**config.mk**
```make
export PLATFORM = sky130hd
export DESIGN_NAME = quadrature_position_velocity
export DESIGN_NICKNAME = d
export VERILOG_FILES = /design/src/hdl/qpv_pkg.sv /design/src/hdl/qpv_div.sv /design/src/hdl/quadrature_position_velocity.sv
export SDC_FILE = /design/constraint.sdc
export NUM_CORES = 1
export LEC_CHECK = 0
export BUFFER_PORTS_ARGS = -buffer_cell sky130_fd_sc_hd__buf_2
export CAP_MARGIN = 40
export CORE_MARGIN = 8
export CORE_UTILIZATION = 35
export CTS_CLUSTER_DIAMETER = 120
export DETAILED_ROUTE_END_ITERATION = 10
export GPL_TIMING_DRIVEN = 0
export HOLD_SLACK_MARGIN = 0.1
export PLACE_DENSITY = 0.62
export SLEW_MARGIN = 10
export SYNTH_ARGS = -nofsm -noshare
export SYNTH_HDL_FRONTEND = slang
export SYNTH_SLANG_ARGS = --single-unit
```
**constraint.sdc**
```tcl
create_clock -name i_clk -period 5.37 [get_ports i_clk]
set_clock_uncertainty 0.1 [all_clocks]
set_input_delay 0.8055 -clock i_clk [delete_from_list [all_inputs] [get_ports i_clk]]
set_output_delay 0.8055 -clock i_clk [all_outputs]
set_load 0.03 [all_outputs]
```
**src/hdl/qpv_pkg.sv**
```systemverilog
`default_nettype none

package qpv_pkg;

    // position, velocity and elapsed time are all 32-bit words
    localparam int CNT_W = 32;

    // milliseconds per second, and the bits it needs
    localparam int MS_W = 10;
    localparam logic [MS_W-1:0] MS_PER_SEC = 10'd1000;

    localparam int RATE_FRAC_BITS_DEF = 8;

    localparam int OPCODE_W = 3;

    localparam logic [CNT_W-1:0] VEL_MAX = 32'h7FFF_FFFF;
    localparam logic [CNT_W-1:0] VEL_MIN = 32'h8000_0000;

    typedef enum logic [OPCODE_W-1:0] {
        OP_EDGE_A = 3'd0,
        OP_EDGE_B = 3'd1,
        OP_TICK   = 3'd2,
        OP_QUERY  = 3'd3,
        OP_CLEAR  = 3'd4
    } t_op;

    typedef enum logic [1:0] {
        ST_IDLE,
        ST_MUL,
        ST_DIV,
        ST_DONE
    } t_state;

    typedef struct packed {
        logic busy;
        logic done;
    } t_div_status;

endpackage

`default_nettype wire

```
**src/hdl/qpv_div.sv**
```systemverilog
`default_nettype none

// restoring divider, one quotient bit per cycle
module qpv_div import qpv_pkg::*; #(
    parameter int DW = CNT_W + MS_W + RATE_FRAC_BITS_DEF
) (
    input  wire logic             i_clk,
    input  wire logic             i_rst_n,
    input  wire logic             i_start,
    input  wire logic [DW-1:0]    i_dividend,
    input  wire logic [CNT_W-1:0] i_divisor,
    output logic [DW-1:0]         o_quotient,
    output t_div_status           o_status
);

    localparam int CW = $clog2(DW);
    localparam logic [CW-1:0] LAST = CW'(DW - 1);

    logic             r_busy;
    logic [CW-1:0]    r_cnt;
    logic [CNT_W-1:0] r_rem;
    logic [DW-1:0]    r_quo;
    logic [CNT_W-1:0] r_dvs;

    logic [CNT_W:0]   w_trial;
    logic [CNT_W:0]   w_diff;
    logic             w_fit;

    // shift the next dividend bit into the partial remainder
    always_comb begin
        w_trial = {r_rem, r_quo[DW-1]};
        w_diff  = w_trial - {1'b0, r_dvs};
        w_fit   = (w_trial >= {1'b0, r_dvs});
    end

    always_ff @(posedge i_clk) begin
        if (!i_rst_n) begin
            r_busy <= 1'b0;
            r_cnt  <= '0;
        end else if (i_start) begin
            r_busy <= 1'b1;
            r_cnt  <= '0;
        end else if (r_busy) begin
            if (r_cnt == LAST) begin
                r_busy <= 1'b0;
            end else begin
                r_cnt <= r_cnt + 1'b1;
            end
        end
    end

    always_ff @(posedge i_clk) begin
        if (i_start) begin
            r_rem <= '0;
            r_quo <= i_dividend;
            r_dvs <= i_divisor;
        end else if (r_busy) begin
            r_rem <= w_fit ? w_diff[CNT_W-1:0] : w_trial[CNT_W-1:0];
            r_quo <= {r_quo[DW-2:0], w_fit};
        end
    end

    assign o_quotient    = r_quo;
    assign o_status.busy = r_busy;
    assign o_status.done = r_busy && (r_cnt == LAST);

endmodule

`default_nettype wire

```
**src/hdl/quadrature_position_velocity.sv**
```systemverilog
// x4 quadrature position counter with a velocity estimate
// input stream: one request per event; s_axis_tuser carries the opcode (edge on a,
// edge on b, millisecond tick, velocity query, clear), s_axis_tdata the pin levels
// output stream: one request per input, carrying position and velocity after it
// edges, ticks, clears and queries with zero elapsed time: result is in the output
// register in the cycle after acceptance, and a new request can be taken every cycle
// while the receiver keeps up
// velocity query with elapsed time above zero: ST_MUL multiplies the position
// change by 1000 and starts the restoring divider, ST_DIV waits on it (one
// quotient bit a cycle), then ST_DONE saturates the result at Q23.8
// no new request is taken while the divider runs
// velocity is signed with RATE_FRAC_BITS fraction bits, saturating at 32 bits
// reset clears position, last query position, velocity and elapsed time
// if the receiver stalls the result stays in the output register and the input
// side is held off until it has been taken
`default_nettype none

module quadrature_position_velocity import qpv_pkg::*; #(
    parameter int RATE_FRAC_BITS = RATE_FRAC_BITS_DEF
) (
    input  wire logic                i_clk,
    input  wire logic                i_rst_n,
    input  wire logic                s_axis_tvalid,
    output logic                     s_axis_tready,
    input  wire logic [7:0]          s_axis_tdata,  // a_level, b_level, zero pad
    input  wire logic [OPCODE_W-1:0] s_axis_tuser,  // opcode
    output logic                     m_axis_tvalid,
    input  wire logic                m_axis_tready,
    output logic [2*CNT_W-1:0]       m_axis_tdata   // position, velocity
);

    localparam int PW = CNT_W + MS_W;
    localparam int DW = PW + RATE_FRAC_BITS;

    t_state           r_state, n_state;
    logic [CNT_W-1:0] r_count, n_count;
    logic [CNT_W-1:0] r_last, n_last;
    logic [CNT_W-1:0] r_rate, n_rate;
    logic [CNT_W-1:0] r_elapsed, n_elapsed;
    logic             r_neg, n_neg;
    logic [CNT_W-1:0] r_mag, n_mag;
    logic             r_out_valid;
    logic [CNT_W-1:0] r_out_pos;
    logic [CNT_W-1:0] r_out_vel;

    logic             w_accept;
    logic             w_out_free;
    logic             w_same;
    logic             w_long_query;
    logic             w_load_out;
    logic             w_div_start;
    logic [CNT_W-1:0] w_diff;
    logic [PW-1:0]    w_prod;
    logic [DW-1:0]    w_dividend;
    logic [DW-1:0]    w_quo;
    logic             w_over;
    logic [CNT_W-1:0] w_sat;
    t_div_status      w_div_st;

    assign w_out_free   = !r_out_valid || m_axis_tready;
    assign w_accept     = s_axis_tvalid && s_axis_tready;
    assign w_same       = (s_axis_tdata[0] == s_axis_tdata[1]);
    assign w_long_query = (t_op'(s_axis_tuser) == OP_QUERY) && (r_elapsed != '0);
    assign w_diff       = r_count - r_last;

    // change times 1000, scaled up by the fraction bits
    assign w_prod     = {{MS_W{1'b0}}, r_mag} * {{CNT_W{1'b0}}, MS_PER_SEC};
    assign w_dividend = DW'(w_prod) << RATE_FRAC_BITS;

    qpv_div #(
        .DW (DW)
    ) u_div (
        .i_clk      (i_clk),
        .i_rst_n    (i_rst_n),
        .i_start    (w_div_start),
        .i_dividend (w_dividend),
        .i_divisor  (r_elapsed),
        .o_quotient (w_quo),
        .o_status   (w_div_st)
    );

    // saturate the magnitude quotient and put the sign back
    always_comb begin
        w_over = |w_quo[DW-1:CNT_W-1];
        if (r_neg) begin
            w_sat = w_over ? VEL_MIN : (~w_quo[CNT_W-1:0] + 1'b1);
        end else begin
            w_sat = w_over ? VEL_MAX : w_quo[CNT_W-1:0];
        end
    end

    // next state
    always_comb begin
        n_state = r_state;
        case (r_state)
            ST_IDLE: begin
                if (w_accept && w_long_query) begin
                    n_state = ST_MUL;
                end
            end
            ST_MUL:  n_state = ST_DIV;
            ST_DIV: begin
                if (w_div_st.done) begin
                    n_state = ST_DONE;
                end
            end
            ST_DONE: begin
                if (w_out_free) begin
                    n_state = ST_IDLE;
                end
            end
            default: n_state = ST_IDLE;
        endcase
    end

    // sequencer outputs
    always_comb begin
        s_axis_tready = 1'b0;
        w_div_start   = 1'b0;
        w_load_out    = 1'b0;
        case (r_state)
            ST_IDLE: begin
                s_axis_tready = w_out_free;
                w_load_out    = w_accept && !w_long_query;
            end
            ST_MUL:  w_div_start = 1'b1;
            ST_DIV:  w_div_start = 1'b0;
            ST_DONE: w_load_out  = w_out_free;
            default: w_load_out  = 1'b0;
        endcase
    end

    // tracking state updates
    always_comb begin
        n_count   = r_count;
        n_last    = r_last;
        n_rate    = r_rate;
        n_elapsed = r_elapsed;
        n_neg     = r_neg;
        n_mag     = r_mag;
        if (w_accept) begin
            case (t_op'(s_axis_tuser))
                OP_EDGE_A: n_count = w_same ? r_count + 1'b1 : r_count - 1'b1;
                OP_EDGE_B: n_count = w_same ? r_count - 1'b1 : r_count + 1'b1;
                OP_TICK:   n_elapsed = r_elapsed + 1'b1;
                OP_QUERY: begin
                    // magnitude of the most negative change is still 2^31 unsigned
                    n_neg = w_diff[CNT_W-1];
                    n_mag = w_diff[CNT_W-1] ? (~w_diff + 1'b1) : w_diff;
                end
                OP_CLEAR: begin
                    n_count = '0;
                    n_last  = '0;
                    n_rate  = '0;
                end
                default: n_count = r_count;
            endcase
        end else if (r_state == ST_DONE && w_out_free) begin
            n_rate    = w_sat;
            n_last    = r_count;
            n_elapsed = '0;
        end
    end

    always_ff @(posedge i_clk) begin
        if (!i_rst_n) begin
            r_state     <= ST_IDLE;
            r_count     <= '0;
            r_last      <= '0;
            r_rate      <= '0;
            r_elapsed   <= '0;
            r_out_valid <= 1'b0;
        end else begin
            r_state   <= n_state;
            r_count   <= n_count;
            r_last    <= n_last;
            r_rate    <= n_rate;
            r_elapsed <= n_elapsed;
            if (w_load_out) begin
                r_out_valid <= 1'b1;
            end else if (m_axis_tready) begin
                r_out_valid <= 1'b0;
            end
        end
    end

    always_ff @(posedge i_clk) begin
        r_neg <= n_neg;
        r_mag <= n_mag;
        if (w_load_out) begin
            r_out_pos <= n_count;
            r_out_vel <= n_rate;
        end
    end

    assign m_axis_tvalid = r_out_valid;
    assign m_axis_tdata  = {r_out_vel, r_out_pos};

    // a query with time on the clock must start the divide sequence
    a_query_starts: assert property (@(posedge i_clk) disable iff (!i_rst_n)
        (w_accept && w_long_query) |=> (r_state == ST_MUL))
        else $error("query did not start the divide");

    // the divider runs exactly while the sequencer waits on it
    a_div_in_step: assert property (@(posedge i_clk) disable iff (!i_rst_n)
        (w_div_st.busy == (r_state == ST_DIV)))
        else $error("divider out of step with sequencer");

    // finishing a query rebases the position and restarts the time
    a_query_rebase: assert property (@(posedge i_clk) disable iff (!i_rst_n)
        (r_state == ST_DONE && w_out_free) |=> (r_elapsed == '0 && r_last == r_count))
        else $error("query did not rebase");

    // a short request always leaves a result in the output register
    a_short_result: assert property (@(posedge i_clk) disable iff (!i_rst_n)
        (w_accept && !w_long_query) |=> m_axis_tvalid)
        else $error("missing result after short request");

endmodule

`default_nettype wire
```
; ---- After elaboration in Yosys (flattened, before gate mapping)
; Index checks and enable logic that the tools add are counted.
[word_totals]
register_bits = 349
input_bits = 15
out_inout_bits = 66
elab_cells = 99
[classes]
n_addsub = 8
mul = 1
magnitude_cmp = 1
n_eq_ne = 14
n_mux = 32
bitwise = 4
n_reduce_logical = 22
[op_table]
columns = cell, n
row1 = $mux W32, 16
row2 = $add A32 B1 Y32 const B, 4
row3 = $mux W50, 2
row4 = $pmux W32 S3, 1
row5 = $not A32 Y32, 2
row6 = $sub A32 B32 Y32, 2
row7 = $mul A32 B7 Y39 const B, 1
row8 = $ge A33 B32 Y1, 1
row9 = $reduce_bool A32 Y1, 1
row10 = $sub A32 B1 Y32 const B, 1
row11 = $mux W31, 1
row12 = $reduce_or A19 Y1, 1
row13 = $pmux W2 S4, 1
row14 = $reduce_and A2 Y1, 4
row15 = $mux W1, 7
row16 = $add A6 B1 Y6 const B, 1
row17 = $eq A3 B2 Y1 const B, 2
row18 = $eq A6 B6 Y1 const B, 1
row19 = $logic_and A1 B1 Y1, 6
row20 = $mux W2, 3
row21 = $ne A2 B1 Y1 const B, 3
row22 = $reduce_bool A2 Y1, 3
row23 = $eq A2 B2 Y1 const B, 2
row24 = $ne A2 B2 Y1 const B, 2
row25 = other kinds (12), 14

; ---- Logic depth before layout (Yosys ltp)
[depth]
word_depth = 7
mapped_depth = 19
ltp_nobuf = 19

; ---- Hierarchy
; A second synthesis with hierarchy kept.
[hier_totals]
cells_unflattened = 2704
hier_area_um2 = 25379.3
[modules_own_cells]
columns = module, n_inst, cells_each, area_each_um2, seq_area_each_um2
row1 = quadrature_position_velocity, 1, 2081, 18596.6, 5535.3
row2 = qpv_div, 1, 623, 6782.8, 3243.1

; ---- Worst setup path after synthesis
; Ideal clock, no wire load.
[synth_timing]
path_kind = register to register
from = reg r_mag[0]
to = reg u_div.r_quo[47], in the netlist u_div.o_quotient[47], data pin
setup_ns = 0.267
t_arrival_ns = 4.843
required_ns = 5.003
setup_slack_ns = 0.161
path_stages_with_launch = 16
path_buffers = 0
synth_period_minus_slack_ns = 5.209
cell_sequence = edfxtp_1 -> fa_1 -> fa_1 -> inv_1 -> fa_1 -> fa_1 -> inv_1 -> ha_1 -> a2111oi_0 -> o31a_1 -> o31ai_1 -> a31oi_1 -> o21ai_0 -> a221oi_1 -> xor2_1 -> o21ai_0
[synth_between]
elab_chain_len = 2
[synth_rtl]
columns = element, line_no
row1 = "start, declared", quadrature_position_velocity.sv:41  ; logic [CNT_W-1:0] r_mag, n_mag;
row2 = "start signal, assigned", quadrature_position_velocity.sv:189  ; r_mag <= n_mag;
row3 = $mul A32 B7 Y39, quadrature_position_velocity.sv:67  ; assign w_prod = {{MS_W{1'b0}}, r_mag} * {{CNT_W{1'b0}}, MS_PER_SEC};
row4 = $mux W50, qpv_div.sv:53  ; if (i_start) begin
row5 = "end signal, assigned", qpv_div.sv:55  ; r_quo <= i_dividend;
row6 = "end signal, assigned", qpv_div.sv:59  ; r_quo <= {r_quo[DW-2:0], w_fit};
row7 = "end, declared", qpv_div.sv:22  ; logic [DW-1:0] r_quo;
; Every way passes these cells.
; A chain may end at the register's enable or synchronous reset.

; ---- Final worst setup path
[layout_timing]
from = reg r_mag[1]
to = reg u_div.r_quo[42], in the netlist u_div.o_quotient[42], data pin
; The elaborated chain is that of the path after synthesis.

==> results.yml <==
sta:
  setup_viol_count_final: 0
  finalSetupTns_ns: 0
  tightest_slew_ns: 0.845
  relSlewSlack_pct: 43.4
  finalHoldViolCount: 0
  fmax_ghz: 0.192
  slew_viol_final: 0
  fin_crit_sh_pct: 97.0
  min_period_ns: 5.21
  fin_hold_ws_ns: 0.402
worst_setup_path:
  arrival_ns: 5.43
  critical_path_buf_inv_count: 2
  reg2reg_setup_slack_ns: 0.16
  path_class: "flop to flop"
  critPathLaunchType: "flop"
  worst_path_max_delay_cell: "fa_1"
  r2r_cells: 17
  critPathMaxStageDelay_ns: 0.54
  reg2reg_from: "r_mag[1]"
  crit_fanout: 5
  cpLargestDelayFamily: "adder cells"
  r2r-end: "u_div.o_quotient[42]"
  critPathMostFrequentCell: "fa_1"
  end_kind: "flop"
  crit_required_ns: 5.60
  path_cells: "fa_1 -> fa_1 -> inv_1 -> fa_1 -> fa_1 -> inv_1 -> ha_4 -> a211oi_4 -> o21ai_1 -> a21oi_2 -> o21bai_4 -> a31oi_4 -> o31ai_2 -> o211a_1 -> o21a_1 -> or3_1 -> a32o_1"
placed_design:
  gp_congestion: 0.877
  placed_area_um2: 26000
  dp_hpwl_um: 47600
  io_buffer_count: 74
logic_synthesis:
  async_flop_share_pct: 0
  synth_area_leaders: "edfxtp_1 21%, dfxtp_1 15%, fa_1 9.9%, ha_1 8.3%, inv_1 4.2%"
  ys.flop_type: "dfxtp_1"
  synthesis.area_um2: 24300
  yosysSeqAreaShare_pct: 35.7
  synth_cell_types: 81
  ys_ff_latch: 349
  syn_inst: 2604
  synth_area_per_cell_um2: 9.32
  synth-simple-area-share_pct: 16.7
  synth_top_family_by_area: "adder cells"
  synth_edf_count: 168
  synth_fa_ha_area_share_pct: 18.2
  yosys_warnings: 0
  syn-num-nets: 2899
  synth_xor_area_share_pct: 5.48
  yosysTopAreaCellShare_pct: 20.8
  synth_compound_area_share_pct: 17.1
  yosys-mux-area-fraction_pct: 0.923
  yosysTopAreaCell: "edfxtp_1"
hold_path:
  min_path_cells: 2
  worstHoldEndpoint: "u_div.r_rem[18]"
  holdCritStartpoint: "u_div.r_rem[17]"
  hp-class: "flop to flop"
global_route:
  grt_pass1_wl_um: 99700
  grt_pass1_vias: 18569
  grt-ovfl-total: 0
  grt_antenna_before_repair: 3
  grt_max_degree: 40
  grt_use_total_pct: 15.5
routing:
  drc: 0
  drt-total-wl_um: 61300
  viasPerCell: 5.16
  num_vias: 19214
  drt-met1-wl_um: 29500
  wire_per_inst_um: 16.5
  maxUsedRoutingLayer: "met4"
  drt_iter0_drc: 1223
  route.met3.wl_um: 3230
  ant_nets: 0
  dr.pass1.iters: 5
  dr_wl_met2_um: 27300
cells_and_area:
  stdcell_area_um2: 27900
  nets: 3054
  drive_gt1_share_pct: 8.81
  area_delta_synth_final_pct: 15.1
run:
  maxCapViolations: 0
die:
  io_pins: 81
  core_um2: 68600
  placementRows: 96
  die-height_um: 279
  die_x_um: 279
  start_util_pct: 35.4
  die_area_um2: 78000
clocking:
  path_clk_slew_ns: 0.06
  cts_buffers: 41
  clk_path_buf_depth: 3
  cts_tree: "built"
  htree_levels: 2
  insertion_delay_ns: 0.58
  cts.sinks: 349
  cts_hold_buffers: 0
  cts-root-buf: "clkbuf_16"
power:
  powerDensity_nw_per_um2: 454
  p_leak_nw: 11.4
  finalPower_mw: 12.7
  ir_drop_v: 0.000270
run_status:
  status: "complete, no violations"
## synth_stat cells, types with 5 or more instances
cell	instances
nor2b_1	47
or3_1	30
and3_1	29
dfxtp_1	181
and2_1	85
nand4_1	32
clkbuf_1	97
o311ai_0	6
o41ai_1	9
a31oi_1	20
mux2i_1	19
a21o_1	45
o21a_1	27
a21boi_0	6
inv_1	274
a22oi_1	36
a22o_1	37
buf_1	5
nor2_1	178
xnor2_1	80
nand3_1	46
o31a_1	6
o22ai_1	6
nor3b_1	7
a311oi_1	27
o21ai_0	149
and4_1	11
a21oi_1	120
nor3_1	35
nor4_1	32
ha_1	160
fa_1	120
o31ai_1	32
edfxtp_1	168
o21bai_1	9
xor2_1	69
nand2_1	208
a211oi_1	20
a211o_1	8
nand2b_1	27
o21ai_1	6
o211ai_1	17
or4_1	12
## layer usage
metal	track usage [%]	up-vias
met2	24.9	432
met4	4.17	0
li1	-	9544
met3	2.25	71
met1	21.7	9167
met5	0	-
## layout by cell type (no fill, tap or decap), drive strengths merged, types with 87 or more instances in the layout
master	Yosys	layout
inv	275	278
nand2	209	209
dfxtp	181	181
nor2	178	178
edfxtp	168	168
ha	160	160
o21ai	156	156
clkbuf	97	143
a21oi	121	121
fa	120	120
buf	7	117
and2	87	87
## per-stage QoR
step	instances	util, %	worst slack [ns]
final	3724	40.7	0.163
after global routing	3723	40.7	-0.0161
after CTS	3708	40.4	0.0136
after detailed placement	3625	37.9	-0.839
after global placement	3609	37.6	-1.61
after floorplan	2604	-	0.161
## state kept, by name (all words and copies together) (netlist names)
register	cells
u_div.r_cnt	6
r_mag	32
r_out_pos	32
m_axis_tvalid	1
r_neg	1
r_elapsed	32
r_count	32
u_div.r_dvs	32
r_rate	32
u_div.o_quotient	50
u_div.r_rem	32
r_state	2
r_last	32
u_div.r_busy	1
r_out_vel	32
## layout make-up
type,count,area (um2)
Antenna cell,1,2.50
Fill cell,6819,40700
Inverter,276,1050
Multi-Input combinational cell,1875,14400
Buffer,104,399
Timing Repair Buffer,112,733
Clock inverter,30,453
Clock buffer,46,1070
Sequential cell,349,8670
Tap cell,931,1160
## cells by family (layout without fill, tap and decap cells)
kind of cell,Yosys count,in the layout
xor+xnor,150,150
mux,22,22
flops,349,349
compound gates,624,624
simple gates,799,799
fa+ha+maj,280,280
other cells,0,1
buf+inv,380,568
## worst reg2reg max path: stages (launching register included)
cell	delay, ns
edfxtp_1	0.44
fa_1	0.54
fa_1	0.51
inv_1	0.05
fa_1	0.47
fa_1	0.52
inv_1	0.06
ha_4	0.20
a211oi_4	0.25
o21ai_1	0.14
a21oi_2	0.21
o21bai_4	0.10
a31oi_4	0.21
o31ai_2	0.11
o211a_1	0.27
o21a_1	0.18
or3_1	0.33
a32o_1	0.25
## power by group
part | internal (mW) | switching [mW]
registers | 3.20 | 0.230
logic | 2.47 | 3.65
clock network | 1.93 | 1.20
## worst max path at each step
stage	end	depth (start not counted)	slack (ns)	from
2_1_floorplan	u_div.o_quotient[47]	15	0.16	r_mag[0]
3_3_place_gp	r_out_pos[24]	7	-1.61	r_elapsed[0]
3_5_place_dp	u_div.o_quotient[47]	15	-0.84	r_mag[0]
4_1_cts	u_div.o_quotient[42]	17	0.01	r_mag[0]
5_1_grt	u_div.o_quotient[42]	17	-0.02	r_mag[5]
6_report	u_div.o_quotient[42]	17	0.16	r_mag[1]
## repair_timing
action | 4_1_cts | 5_1_grt
gates cloned | 0 | 0
pin swaps | 3 | 13
setup endpoints to repair | 14 | 13
gates resized for setup | 27 | 34
setup buffers | 7 | 15
Note: power is estimated with default switching activity, not from simulation.
